`src/hdl/mexp_pkg.sv`:
```
// shared types, constants and helper functions for the expression tokenizer
package mexp_pkg;

   localparam int POS_W = 16;
   localparam logic [POS_W-1:0] MAX_LEN = 16'hFFFF;
   localparam int QUEUE_DEPTH = 4;
   localparam int QUEUE_AW = $clog2(QUEUE_DEPTH);

   localparam logic [7:0] CH_NUL = 8'h00;
   localparam logic [7:0] CH_SPACE = 8'h20;
   localparam logic [7:0] CH_LPAREN = 8'h28;
   localparam logic [7:0] CH_RPAREN = 8'h29;
   localparam logic [7:0] CH_STAR = 8'h2A;
   localparam logic [7:0] CH_PLUS = 8'h2B;
   localparam logic [7:0] CH_MINUS = 8'h2D;
   localparam logic [7:0] CH_DOT = 8'h2E;
   localparam logic [7:0] CH_SLASH = 8'h2F;
   localparam logic [7:0] CH_DIG0 = 8'h30;
   localparam logic [7:0] CH_DIG9 = 8'h39;
   localparam logic [7:0] CH_EQUAL = 8'h3D;
   localparam logic [7:0] CH_UP_A = 8'h41;
   localparam logic [7:0] CH_UP_Z = 8'h5A;
   localparam logic [7:0] CH_CARET = 8'h5E;
   localparam logic [7:0] CH_LO_A = 8'h61;
   localparam logic [7:0] CH_LO_U = 8'h75;
   localparam logic [7:0] CH_LO_V = 8'h76;
   localparam logic [7:0] CH_LO_X = 8'h78;
   localparam logic [7:0] CH_LO_Y = 8'h79;
   localparam logic [7:0] CH_LO_Z = 8'h7A;

   localparam int NUM_FUNCS = 5;
   localparam logic [23:0] FUNC_WORDS [NUM_FUNCS] = '{
      {8'h6E, 8'h69, 8'h73},   // sin
      {8'h73, 8'h6F, 8'h63},   // cos
      {8'h6E, 8'h61, 8'h74},   // tan
      {8'h70, 8'h78, 8'h65},   // exp
      {8'h67, 8'h6F, 8'h6C}    // log
   };

   typedef enum logic [1:0] {
      MODE_IDLE = 2'd0,
      MODE_NUM  = 2'd1,
      MODE_WORD = 2'd2
   } mode_type;

   typedef enum logic [3:0] {
      TOK_NUMBER    = 4'd0,
      TOK_OPERATOR  = 4'd1,
      TOK_LPAREN    = 4'd2,
      TOK_RPAREN    = 4'd3,
      TOK_VARIABLE  = 4'd4,
      TOK_AXIS      = 4'd5,
      TOK_PARAMETER = 4'd6,
      TOK_FUNCTION  = 4'd7,
      TOK_UNKNOWN   = 4'd8,
      TOK_END       = 4'd9
   } tok_kind_type;

   typedef struct packed {
      logic [3:0]       token_type;
      logic [POS_W-1:0] start_res;
      logic [POS_W-1:0] length;
      logic [7:0]       symbol;
      logic [2:0]       function_id;
      logic             run_last;
      logic             string_end;
   } token_type;

   // up to two tokens caused by one input byte
   typedef struct packed {
      logic      v0;
      token_type t0;
      logic      v1;
      token_type t1;
   } entry_type;

   function automatic logic is_digit(input logic [7:0] c);
      return (c >= CH_DIG0) && (c <= CH_DIG9);
   endfunction

   function automatic logic is_letter(input logic [7:0] c);
      return ((c >= CH_LO_A) && (c <= CH_LO_Z)) || ((c >= CH_UP_A) && (c <= CH_UP_Z));
   endfunction

   function automatic token_type close_run(input mode_type mode, input logic [2:0] cnt,
                                           input logic [23:0] letters,
                                           input logic [POS_W-1:0] start,
                                           input logic [POS_W-1:0] end_pos);
      token_type t;
      logic [7:0] sym;
      sym = letters[7:0];
      t.token_type = TOK_UNKNOWN;
      t.start_res = start;
      t.length = end_pos - start;
      t.symbol = sym;
      t.function_id = 3'd0;
      t.run_last = 1'b0;
      t.string_end = 1'b0;
      if (mode == MODE_NUM) begin
         t.token_type = TOK_NUMBER;
      end else if (cnt == 3'd1) begin
         if (sym == CH_LO_U || sym == CH_LO_V) begin
            t.token_type = TOK_VARIABLE;
         end else if (sym == CH_LO_X || sym == CH_LO_Y || sym == CH_LO_Z) begin
            t.token_type = TOK_AXIS;
         end else begin
            t.token_type = TOK_PARAMETER;
         end
      end else if (cnt == 3'd3) begin
         for (int i = 0; i < NUM_FUNCS; i++) begin
            if (letters == FUNC_WORDS[i]) begin
               t.token_type = TOK_FUNCTION;
               t.function_id = 3'(i);
            end
         end
      end
      return t;
   endfunction

   function automatic token_type make_token(input tok_kind_type kind,
                                            input logic [POS_W-1:0] start,
                                            input logic [POS_W-1:0] len,
                                            input logic [7:0] sym);
      token_type t;
      t.token_type = kind;
      t.start_res = start;
      t.length = len;
      t.symbol = sym;
      t.function_id = 3'd0;
      t.run_last = 1'b0;
      t.string_end = 1'b0;
      return t;
   endfunction

endpackage

```
`src/hdl/mexp_if.sv`:
```
// handshake channels for input bytes and result tokens
interface mexp_req_if;
   logic       valid;
   logic       ready;
   logic [7:0] ch;
   logic       last;
   modport source (output valid, output ch, output last, input ready);
   modport sink (input valid, input ch, input last, output ready);
endinterface

interface mexp_rsp_if;
   logic                      valid;
   logic                      ready;
   logic [3:0]                token_type;
   logic [mexp_pkg::POS_W-1:0] start_res;
   logic [mexp_pkg::POS_W-1:0] length;
   logic [7:0]                symbol;
   logic [2:0]                function_id;
   logic                      run_last;
   logic                      string_end;
   modport source (output valid, output token_type, output start_res, output length,
                   output symbol, output function_id, output run_last, output string_end,
                   input ready);
   modport sink (input valid, input token_type, input start_res, input length,
                 input symbol, input function_id, input run_last, input string_end,
                 output ready);
endinterface

```
`src/hdl/mexp_front.sv`:
```
// front end: scans bytes, keeps the open token and classifies closed tokens
module mexp_front (
   input  logic                clock,
   input  logic                reset,
   input  logic                in_valid,
   input  logic [7:0]          in_ch,
   input  logic                in_last,
   input  logic                queue_ready,
   output logic                push,
   output mexp_pkg::entry_type push_entry
);

   mexp_pkg::mode_type              mode_ff, mode_in;
   logic [mexp_pkg::POS_W-1:0]      pos_ff, pos_in;
   logic [mexp_pkg::POS_W-1:0]      start_ff, start_in;
   logic [2:0]                      cnt_ff, cnt_in;
   logic [23:0]                     letters_ff, letters_in;

   logic                            accept;
   logic                            dig, dot, let_c, start_run, ext;
   logic [mexp_pkg::POS_W-1:0]      after;
   logic [2:0]                      grown_cnt;
   logic [23:0]                     grown_letters;
   mexp_pkg::mode_type              fresh_mode;
   mexp_pkg::tok_kind_type          single_kind;
   logic                            a_v, b_v;
   mexp_pkg::token_type             a_tok, b_tok;

   always_ff @(posedge clock) begin
      if (reset) begin
         mode_ff <= mexp_pkg::MODE_IDLE;
         pos_ff <= '0;
         start_ff <= '0;
         cnt_ff <= '0;
         letters_ff <= '0;
      end else begin
         mode_ff <= mode_in;
         pos_ff <= pos_in;
         start_ff <= start_in;
         cnt_ff <= cnt_in;
         letters_ff <= letters_in;
      end
   end

   always_comb begin
      accept = in_valid && queue_ready;
      dig = mexp_pkg::is_digit(in_ch);
      dot = (in_ch == mexp_pkg::CH_DOT);
      let_c = mexp_pkg::is_letter(in_ch);
      start_run = dig || dot || let_c;
      fresh_mode = let_c ? mexp_pkg::MODE_WORD : mexp_pkg::MODE_NUM;
      ext = ((mode_ff == mexp_pkg::MODE_NUM) && (dig || dot)) ||
            ((mode_ff == mexp_pkg::MODE_WORD) && let_c);
      after = (pos_ff == mexp_pkg::MAX_LEN) ? pos_ff : pos_ff + 1'b1;

      grown_letters = letters_ff;
      if (cnt_ff < 3'd3) begin
         grown_letters = letters_ff | ({16'b0, in_ch} << {cnt_ff[1:0], 3'b000});
      end
      grown_cnt = (cnt_ff < 3'd4) ? cnt_ff + 1'b1 : cnt_ff;

      case (in_ch)
         mexp_pkg::CH_PLUS, mexp_pkg::CH_MINUS, mexp_pkg::CH_STAR,
         mexp_pkg::CH_SLASH, mexp_pkg::CH_CARET, mexp_pkg::CH_EQUAL:
            single_kind = mexp_pkg::TOK_OPERATOR;
         mexp_pkg::CH_LPAREN: single_kind = mexp_pkg::TOK_LPAREN;
         mexp_pkg::CH_RPAREN: single_kind = mexp_pkg::TOK_RPAREN;
         default: single_kind = mexp_pkg::TOK_UNKNOWN;
      endcase

      a_v = 1'b0;
      a_tok = mexp_pkg::close_run(mode_ff, cnt_ff, letters_ff, start_ff, pos_ff);
      b_v = 1'b0;
      b_tok = mexp_pkg::make_token(single_kind, pos_ff, 16'd1, in_ch);
      if (ext) begin
         b_v = in_last;
         b_tok = mexp_pkg::close_run(mode_ff, grown_cnt, grown_letters, start_ff, after);
      end else begin
         a_v = (mode_ff != mexp_pkg::MODE_IDLE);
         if (in_ch == mexp_pkg::CH_SPACE) begin
            b_v = in_last;
            b_tok = mexp_pkg::make_token(mexp_pkg::TOK_END, after, '0, 8'd0);
         end else if (in_ch == mexp_pkg::CH_NUL) begin
            b_v = 1'b1;
            b_tok = mexp_pkg::make_token(mexp_pkg::TOK_END, pos_ff, '0, 8'd0);
         end else if (start_run) begin
            b_v = in_last;
            b_tok = mexp_pkg::close_run(fresh_mode, 3'd1, {16'b0, in_ch}, pos_ff, after);
         end else begin
            b_v = 1'b1;
         end
      end

      // flag the last token of this byte
      if (b_v) begin
         b_tok.run_last = 1'b1;
         b_tok.string_end = in_last;
      end else begin
         a_tok.run_last = 1'b1;
         a_tok.string_end = in_last;
      end

      push = accept && (a_v || b_v);
      push_entry.v0 = a_v;
      push_entry.t0 = a_tok;
      push_entry.v1 = b_v;
      push_entry.t1 = b_tok;

      mode_in = mode_ff;
      pos_in = pos_ff;
      start_in = start_ff;
      cnt_in = cnt_ff;
      letters_in = letters_ff;
      if (accept) begin
         if (in_last) begin
            mode_in = mexp_pkg::MODE_IDLE;
            pos_in = '0;
            start_in = '0;
            cnt_in = '0;
            letters_in = '0;
         end else begin
            if (pos_ff != mexp_pkg::MAX_LEN) begin
               pos_in = pos_ff + 1'b1;
            end
            if (ext) begin
               if (mode_ff == mexp_pkg::MODE_WORD) begin
                  cnt_in = grown_cnt;
                  letters_in = grown_letters;
               end
            end else if (start_run) begin
               mode_in = fresh_mode;
               start_in = pos_ff;
               cnt_in = 3'd1;
               letters_in = {16'b0, in_ch};
            end else begin
               mode_in = mexp_pkg::MODE_IDLE;
            end
         end
      end
   end

endmodule

```
`src/hdl/mexp_queue.sv`:
```
// short show-ahead queue of token pairs between front and back
module mexp_queue (
   input  logic                clock,
   input  logic                reset,
   input  logic                push,
   input  mexp_pkg::entry_type push_entry,
   output logic                can_push,
   input  logic                pop,
   output logic                head_valid,
   output mexp_pkg::entry_type head_entry
);

   mexp_pkg::entry_type               mem_ff [mexp_pkg::QUEUE_DEPTH];
   logic [mexp_pkg::QUEUE_AW-1:0]     wr_ff, wr_in;
   logic [mexp_pkg::QUEUE_AW-1:0]     rd_ff, rd_in;
   logic [mexp_pkg::QUEUE_AW:0]       count_ff, count_in;

   always_ff @(posedge clock) begin
      if (reset) begin
         wr_ff <= '0;
         rd_ff <= '0;
         count_ff <= '0;
      end else begin
         wr_ff <= wr_in;
         rd_ff <= rd_in;
         count_ff <= count_in;
      end
   end

   always_ff @(posedge clock) begin
      if (push) begin
         mem_ff[wr_ff] <= push_entry;
      end
   end

   always_comb begin
      can_push = (count_ff != (mexp_pkg::QUEUE_AW+1)'(mexp_pkg::QUEUE_DEPTH));
      head_valid = (count_ff != '0);
      head_entry = mem_ff[rd_ff];
      wr_in = push ? wr_ff + 1'b1 : wr_ff;
      rd_in = pop ? rd_ff + 1'b1 : rd_ff;
      count_in = count_ff;
      if (push && !pop) begin
         count_in = count_ff + 1'b1;
      end else if (pop && !push) begin
         count_in = count_ff - 1'b1;
      end
   end

endmodule

```
`src/hdl/mexp_back.sv`:
```
// back end: splits token pairs into single words on a registered output
module mexp_back (
   input  logic                clock,
   input  logic                reset,
   input  logic                head_valid,
   input  mexp_pkg::entry_type head_entry,
   output logic                pop,
   output logic                out_valid,
   input  logic                out_ready,
   output mexp_pkg::token_type out_tok
);

   logic                phase_ff, phase_in;
   logic                valid_ff, valid_in;
   mexp_pkg::token_type tok_ff, tok_in;
   logic                fire, sel1;

   always_ff @(posedge clock) begin
      if (reset) begin
         phase_ff <= 1'b0;
         valid_ff <= 1'b0;
      end else begin
         phase_ff <= phase_in;
         valid_ff <= valid_in;
      end
   end

   always_ff @(posedge clock) begin
      tok_ff <= tok_in;
   end

   always_comb begin
      fire = head_valid && (!valid_ff || out_ready);
      sel1 = phase_ff || !head_entry.v0;
      tok_in = tok_ff;
      if (fire) begin
         tok_in = sel1 ? head_entry.t1 : head_entry.t0;
      end
      pop = fire && (sel1 || !head_entry.v1);
      phase_in = phase_ff;
      if (fire) begin
         phase_in = !pop;
      end
      valid_in = fire || (valid_ff && !out_ready);
      out_valid = valid_ff;
      out_tok = tok_ff;
   end

endmodule

```
`src/hdl/math_expression_tokenizer_unit.sv`:
```
// Streaming lexer for arithmetic expressions: takes one byte word per cycle on req_bus
// while the queue has room and returns one token word per cycle on rsp_bus while the
// sink is ready. The front end classifies each byte combinationally and hands the zero,
// one or two tokens it closes to a four-entry queue; the back end sends them one at a
// time through an output register. A byte that closes two tokens gives two output words;
// the sustained rate is one output word per clock, set by the single-word output register.
module math_expression_tokenizer_unit (
   input  logic               clock,
   input  logic               reset,
   mexp_req_if.sink           req_bus,
   mexp_rsp_if.source         rsp_bus
);

   logic                queue_ready;
   logic                push;
   mexp_pkg::entry_type push_entry;
   logic                pop;
   logic                head_valid;
   mexp_pkg::entry_type head_entry;
   mexp_pkg::token_type out_tok;

   assign req_bus.ready = queue_ready;

   mexp_front u_front (
      .clock       (clock),
      .reset       (reset),
      .in_valid    (req_bus.valid),
      .in_ch       (req_bus.ch),
      .in_last     (req_bus.last),
      .queue_ready (queue_ready),
      .push        (push),
      .push_entry  (push_entry)
   );

   mexp_queue u_queue (
      .clock      (clock),
      .reset      (reset),
      .push       (push),
      .push_entry (push_entry),
      .can_push   (queue_ready),
      .pop        (pop),
      .head_valid (head_valid),
      .head_entry (head_entry)
   );

   mexp_back u_back (
      .clock      (clock),
      .reset      (reset),
      .head_valid (head_valid),
      .head_entry (head_entry),
      .pop        (pop),
      .out_valid  (rsp_bus.valid),
      .out_ready  (rsp_bus.ready),
      .out_tok    (out_tok)
   );

   assign rsp_bus.token_type = out_tok.token_type;
   assign rsp_bus.start_res = out_tok.start_res;
   assign rsp_bus.length = out_tok.length;
   assign rsp_bus.symbol = out_tok.symbol;
   assign rsp_bus.function_id = out_tok.function_id;
   assign rsp_bus.run_last = out_tok.run_last;
   assign rsp_bus.string_end = out_tok.string_end;

endmodule
```
`src/flat_wrapper.sv`:
```
// flat-port wrapper written by rule: the top's interface ports become plain ports
module math_expression_tokenizer_unit_flat 
  (clock, reset, req_bus_valid, req_bus_ch, req_bus_last, req_bus_ready, rsp_bus_valid, rsp_bus_token_type, rsp_bus_start_res, rsp_bus_length, rsp_bus_symbol, rsp_bus_function_id, rsp_bus_run_last, rsp_bus_string_end, rsp_bus_ready);
  mexp_req_if req_bus_i ();
  mexp_rsp_if rsp_bus_i ();
  input  logic clock;
  input  logic reset;
  input wire logic [$bits(req_bus_i.valid)-1:0] req_bus_valid;
  input wire logic [$bits(req_bus_i.ch)-1:0] req_bus_ch;
  input wire logic [$bits(req_bus_i.last)-1:0] req_bus_last;
  output wire logic [$bits(req_bus_i.ready)-1:0] req_bus_ready;
  output wire logic [$bits(rsp_bus_i.valid)-1:0] rsp_bus_valid;
  output wire logic [$bits(rsp_bus_i.token_type)-1:0] rsp_bus_token_type;
  output wire logic [$bits(rsp_bus_i.start_res)-1:0] rsp_bus_start_res;
  output wire logic [$bits(rsp_bus_i.length)-1:0] rsp_bus_length;
  output wire logic [$bits(rsp_bus_i.symbol)-1:0] rsp_bus_symbol;
  output wire logic [$bits(rsp_bus_i.function_id)-1:0] rsp_bus_function_id;
  output wire logic [$bits(rsp_bus_i.run_last)-1:0] rsp_bus_run_last;
  output wire logic [$bits(rsp_bus_i.string_end)-1:0] rsp_bus_string_end;
  input wire logic [$bits(rsp_bus_i.ready)-1:0] rsp_bus_ready;
  assign req_bus_i.valid = req_bus_valid;
  assign req_bus_i.ch = req_bus_ch;
  assign req_bus_i.last = req_bus_last;
  assign req_bus_ready = req_bus_i.ready;
  assign rsp_bus_valid = rsp_bus_i.valid;
  assign rsp_bus_token_type = rsp_bus_i.token_type;
  assign rsp_bus_start_res = rsp_bus_i.start_res;
  assign rsp_bus_length = rsp_bus_i.length;
  assign rsp_bus_symbol = rsp_bus_i.symbol;
  assign rsp_bus_function_id = rsp_bus_i.function_id;
  assign rsp_bus_run_last = rsp_bus_i.run_last;
  assign rsp_bus_string_end = rsp_bus_i.string_end;
  assign rsp_bus_i.ready = rsp_bus_ready;
  math_expression_tokenizer_unit u_core (.clock(clock), .reset(reset), .req_bus(req_bus_i), .rsp_bus(rsp_bus_i));
endmodule
```
`config.mk`:
```
export PLATFORM = sky130hd
export DESIGN_NAME = math_expression_tokenizer_unit_flat
export DESIGN_NICKNAME = d
export VERILOG_FILES = /design/src/hdl/mexp_pkg.sv /design/src/hdl/mexp_if.sv /design/src/hdl/mexp_front.sv /design/src/hdl/mexp_queue.sv /design/src/hdl/mexp_back.sv /design/src/hdl/math_expression_tokenizer_unit.sv /design/src/flat_wrapper.sv
export SDC_FILE = /design/constraint.sdc
export NUM_CORES = 1
export LEC_CHECK = 0
export ABC_AREA = 0
export BUFFER_PORTS_ARGS = -buffer_cell sky130_fd_sc_hd__clkbuf_2
export CAP_MARGIN = 20
export CELL_PAD_IN_SITES_DETAIL_PLACEMENT = 1
export CELL_PAD_IN_SITES_GLOBAL_PLACEMENT = 2
export CORE_MARGIN = 2
export CORE_UTILIZATION = 46
export CTS_BUF_LIST = sky130_fd_sc_hd__clkbuf_4 sky130_fd_sc_hd__clkbuf_8 sky130_fd_sc_hd__clkbuf_16
export CTS_CLUSTER_SIZE = 16
export DETAILED_ROUTE_END_ITERATION = 16
export GPL_ROUTABILITY_DRIVEN = 0
export PLACE_DENSITY = 0.78
export SYNTH_ARGS = -nofsm -noshare
export SYNTH_HDL_FRONTEND = slang
export SYNTH_SLANG_ARGS = --single-unit
```
`constraint.sdc`:
```
create_clock -name clock -period 6.3 [get_ports clock]
set_input_delay 0.315 -clock clock [delete_from_list [all_inputs] [get_ports clock]]
set_output_delay 0.315 -clock clock [all_outputs]
set_load 0.02 [all_outputs]
```
Word-level counts from Yosys, hierarchy flattened
Memories as Yosys holds them, arrays and structs flattened. A register that Yosys moved wholly into a read port is not among the register bits.
Index checks and enable logic that the tools add are counted.
{ "word_totals": {"ff_bits": 119, "ramBits": 400, "output_inout_bits": 51, "wordCells": 208, "mem_count": 1} }
{ "op_classes": {"add_sub_neg": 9, "order_cmp": 8, "eq_ne": 47, "n_shift": 1, "mux": 76, "n_bitwise": 1, "reduce_logical": 48} }
{ "mem_list": {"columns": ["name", "depth", "word_bits", "read_ports", "rd_ports_with_merged_regs", "write_ports", "line_no", "text"], "rows": [
  ["u_core.u_queue.mem_ff", 4, 100, 1, 1, 1, "mexp_queue.sv:13", "mexp_pkg::entry_type mem_ff [mexp_pkg::QUEUE_DEPTH];"]
]} }
{ "ops": {"columns": ["operator", "n"], "rows": [
  ["$mux W49", 5],
  ["$eq A24 B23 Y1 const B", 10],
  ["$eq A8 B7 Y1 const B", 16],
  ["$mux W24", 5],
  ["$mux W16", 6],
  ["$eq A8 B6 Y1 const B", 9],
  ["$mux W4", 16],
  ["$mux W3", 20],
  ["$sub A16 B16 Y16", 3],
  ["$mux W2", 14],
  ["$or A24 B24 Y24", 1],
  ["$shl A8 B5 Y24", 1],
  ["$logic_or A1 B1 Y1", 18],
  ["$add A16 B1 Y16 const B", 1],
  ["$eq A16 B16 Y1 const B", 1],
  ["$ge A8 B7 Y1 const B", 2],
  ["$le A8 B7 Y1 const B", 2],
  ["$ne A16 B16 Y1 const B", 1],
  ["$logic_and A1 B1 Y1", 12],
  ["$pmux W4 S3", 1],
  ["$mux W1", 9],
  ["$ge A8 B6 Y1 const B", 1],
  ["$le A8 B6 Y1 const B", 1],
  ["$logic_not A8 Y1", 1],
  ["18 further kinds", 34]
]} }

Depth between registers and ports, before layout
{ "depth": {"depth_word": 14, "depth_mapped": 19, "depth_no_buf": 17} }

Cells and area by module
A second synthesis with hierarchy kept.
{ "unflattened": {"hier_cells": 1615, "hier_area_um2": 24104.4} }
{ "modules_own_cells": {"columns": ["module", "instances", "cells_per_inst", "area_each_um2"], "rows": [
  ["mexp_queue", 1, 567, 14959.3],
  ["mexp_front", 1, 933, 6717.7],
  ["mexp_back", 1, 115, 2427.3]
]} }

Worst setup path after synthesis
No wires, ideal clock.
{ "synth_path": {"kind": "flip-flop to flip-flop", "start": "register u_core.u_front.pos_ff[0] in the netlist's numbering", "end": "memory u_core.u_queue.mem_ff[0][27] in the netlist's numbering (data pin)", "arrival_time_ps": 4523, "required_ps": 6014, "path_slack_ps": 1491, "path_stages_with_launch": 20, "period_less_slack_ps": 4809, "cell_sequence": "dfxtp_1 ha_1 nand3_1 nor3_2 nand4_2 clkbuf_1 buf_1 ha_1 inv_1 ha_1 inv_1 fa_1 a21oi_1 o22ai_1 o41ai_2 o21ai_0 or4_1 a31oi_1 xor2_1 o22ai_1"} }
{ "synth_rtl": {"columns": ["item", "line_no", "text"], "rows": [
  ["start, declared", "mexp_front.sv:14", "logic [mexp_pkg::POS_W-1:0] pos_ff, pos_in;"],
  ["start signal, assigned", "mexp_front.sv:38", "pos_ff <= pos_in;"],
  ["end, declared", "mexp_queue.sv:13", null]
]} }

==> key figures <==
Worst setup path
  • CP Max Fanout: 26
  • CP max-delay cell: nor3_2
  • CP endpoint kind: flop
  • Ordered cell list for the critical path: ha_1 -> nand3_1 -> nor3_2 -> nand4_2 -> buf_4 -> a21oi_1 -> inv_1 -> fa_1 -> a21oi_1 -> o22ai_1 -> o41ai_2 -> o21ai_0 -> or4_1 -> a31oi_1 -> xor2_1 -> o22ai_1
  • Startpoint type of the worst setup path: flop
  • Crit path largest cell delay: 520 ps
  • Data arrival, critical path: 5620 ps
  • Crit path buf inv count: 2
  • Data required, critical path: 6590 ps
  • Top delay family on crit path: compound AO/OA/AOI/OAI gates
  • Crit Path Category: reg -> reg

Clock network
  • Clk sink count: 517
  • Clock root cell: clkbuf_16
  • CTS H-tree depth: 2
  • Post-CTS Resized: 0
  • Cts bufs inserted: 53
  • Clk slew on worst S/H paths: 60 ps
  • Worst skew pair latency: 620 ps
  • CTS tree: done
  • Longest Clk Path Bufs: 3

Synthesis
  • Synth top area share: 56.9%
  • Cells after synthesis: 1638
  • Avg Cell Area, Syn: 14.3 µm²
  • Yosys warning count: 0
  • Number of synthesized flops with an enable pin: 445
  • Async set-reset flop share out of synthesis: 0%
  • Number of distinct library cells after synthesis: 88
  • Synthesized area: 23500 µm²
  • Top cell type by total area after synthesis: edfxtp_1
  • Register area share after synthesis: 63.0%
  • Synthesis-stage register bit count: 517
  • Synth area leaders: edfxtp_1 57%, mux4_2 9.5%, dfxtp_1 6.1%, ha_1 2.8%, a21oi_1 2.5%
  • Synth Flop Type: edfxtp_1

Detailed routing
  • Mean routed wirelength per cell: 24.3 µm
  • First drt pass iteration count: 5
  • Via count: 14100
  • Post-route ant nets: 0
  • Post-detailed-route DRC marker count: 0
  • Vias per cell: 5.86
  • Routed WL: 58500 µm
  • Initial DRC Count: 988

Power
  • Clk pwr share: 33.3%
  • Comb power frac: 21.9%
  • Sw Pwr: 2.76 mW
  • Pint: 7.16 mW
  • LEAKAGE: 9.01 nW
  • Pwr per Cell Area: 376 nW/µm²
  • Peak VDD IR: 0.585 mV
  • Pwr Total: 9.92 mW
  • Net Sw Frac: 27.8%
  • Sequential share of power: 44.8%

Floorplan
  • Initial Util: 46.7%
  • Placeable Area: 50300 µm²
  • Die area: 52900 µm²
  • Placement row count: 82
  • Die H: 230 µm
  • Ports: 64
  • Die width: 230 µm

Timing
  • Slew @ Worst Pin: 1100 ps
  • Worst clock skew: 26.2 ps
  • Max-slew headroom: 26.5%
  • Post-route setup TNS: 0 ps
  • Final Hold Fails: 0
  • Fmax: 188 MHz
  • Final setup fails: 0
  • Unrepaired setup endpoints after global routing: false
  • Final worst-path cycle share: 84.6%
  • Max Slew Vio Count: 0
  • Post-layout min period: 5330 ps

Cells and area
  • Layout cells sized above 1: 20.3%
  • Area Growth Syn to Fin: 12.2%
  • Final core occ: 52.4%
  • Fillers: 4927
  • Ant diodes: 0
  • Most common cell after layout, fill and taps aside: edfxtp_1
  • Most frequent cells in the layout: 445 x edfxtp_1, 118 x nor2_1, 114 x a21oi_1, 99 x mux4_2, 83 x nand2_1
  • Fin nets: 1766

Global routing
  • Largest net degree at the start of global routing: 56
  • First-pass GRT wire length: 92100 µm
  • Antenna violations before repair: 0
  • Vias in the first global route: 15400
  • Total track usage: 22.7%
  • Grt ovf: 0

Placement
  • IO Port Bufs: 63
  • DP Wirelength: 38200 µm

Run status
  • Outcome: finished clean

Run
  • Number of max-cap violations: 0

Hold path
  • HP Class: in -> reg
==> routing by layer <==
layer  vias up  GRT usage, %  routed length (µm)
li1       6467             -                   -
met1      7290          31.4               26300
met2       308          37.4               28200
met3        76          4.18                2880
met4         0          5.34                1080
met5         -             0                   0
==> power by group through the flow <==
stage | Combinational (mW) | Sequential [mW] | Clock [mW]
floorplan | 1.35 | 4.69 | 0
global placement | 2.16 | 4.50 | 0
detailed placement | 2.21 | 4.53 | 0
CTS | 2.23 | 4.46 | 3.37
global route | 2.35 | 4.50 | 3.49
finish | 2.17 | 4.45 | 3.30
==> cells in the mapped netlist (36+ instances only) <==
master,n
clkbuf_1,41
nand2_1,83
edfxtp_1,445
ha_1,53
nor3_1,36
mux2_2,49
o21ai_0,50
mux4_2,99
inv_1,61
a21oi_1,116
nand3_1,52
nor2_1,118
dfxtp_1,72
==> worst register-to-register path: cells and delay by family, from the launching register on <==
| family | cells | cell delay [ps] |
|---|---|---|
| compound gates | 7 | 1730 |
| xor+xnor | 1 | 160 |
| fa+ha+maj | 2 | 750 |
| buf+inv | 2 | 450 |
| flops | 1 | 490 |
| simple gates | 4 | 1440 |
==> path summary, 6_finish.rpt <==
| path | startpoint | endpoint | slack (ps) | depth (start not counted) |
|---|---|---|---|---|
| setup / recovery | u_core.u_front.pos_ff[1]$_SDFFE_PP0P_ | u_core.u_queue.mem_ff[1][27]$_DFFE_PP_ | 970 | 16 |
| hold / removal | req_bus_ch[7] | u_core.u_queue.mem_ff[0][12]$_DFFE_PP_ | 190 | 2 |
| setup reg to reg | u_core.u_front.pos_ff[1]$_SDFFE_PP0P_ | u_core.u_queue.mem_ff[1][27]$_DFFE_PP_ | 970 | 16 |
| hold reg to reg | u_core.u_front.letters_ff[15]$_SDFFE_PP0P_ | u_core.u_front.letters_ff[15]$_SDFFE_PP0P_ | 450 | 2 |
==> timing repair <==
| item | in CTS | in global routing |
|---|---|---|
| endpoints found under the hold margin | 1 | 0 |
| buffers inserted | 0 | 0 |
| hold buffers | 1 | 0 |
==> area by class of cell <==
cell class	instances	area, µm²	share of cell area [%]
well taps	672	841	3.19
clock inverters	30	349	1.32
multi-input cells	981	8110	30.8
inverters	61	229	0.869
repair buffers	82	510	1.94
clock buffers	69	1500	5.70
flip-flops and latches	517	14800	56.2
==> logic make-up after synthesis <==
logic type               Yosys count  share of synthesized area (%)
flip-flops                       517                           63.0
adder cells (fa/ha/maj)           57                           3.16
AND/OR/NAND/NOR                  422                           9.21
buffers and inverters            143                           2.64
XOR/XNOR                          49                           1.83
AO/OA/AOI/OAI                    296                           8.04
other                              1                         0.0160
multiplexers                     153                           12.1
==> per-stage QoR <==
| stage | instance area (µm²) | hold slack, ps | instances | setup WS, ps |
|---|---|---|---|---|
| 2_1_floorplan | 23500 | 417 | 1641 | 1490 |
| 3_3_place_gp | 24500 | 440 | 2312 | 1140 |
| 3_5_place_dp | 24500 | 446 | 2312 | 1030 |
| 4_1_cts | 26400 | 148 | 2412 | 1020 |
| 5_1_grt | 26400 | 197 | 2412 | 536 |
| 6_report | 26400 | 187 | 2412 | 969 |
==> state kept, by name, summed over array words and instances, names as in the netlist, named ones only <==
register	cells
u_core.u_queue.mem_ff	396
u_core.u_back.out_tok	49
u_core.u_front.letters_ff	24
u_core.u_front.pos_ff	16
u_core.u_front.start_ff	16
u_core.u_front.cnt_ff	3
u_core.u_queue.count_ff	3
u_core.u_front.mode_ff	2
u_core.u_queue.rd_ff	2
u_core.u_queue.wr_ff	2
u_core.u_back.out_valid	1
u_core.u_back.phase_ff	1
(Power assumes the default switching activity.)
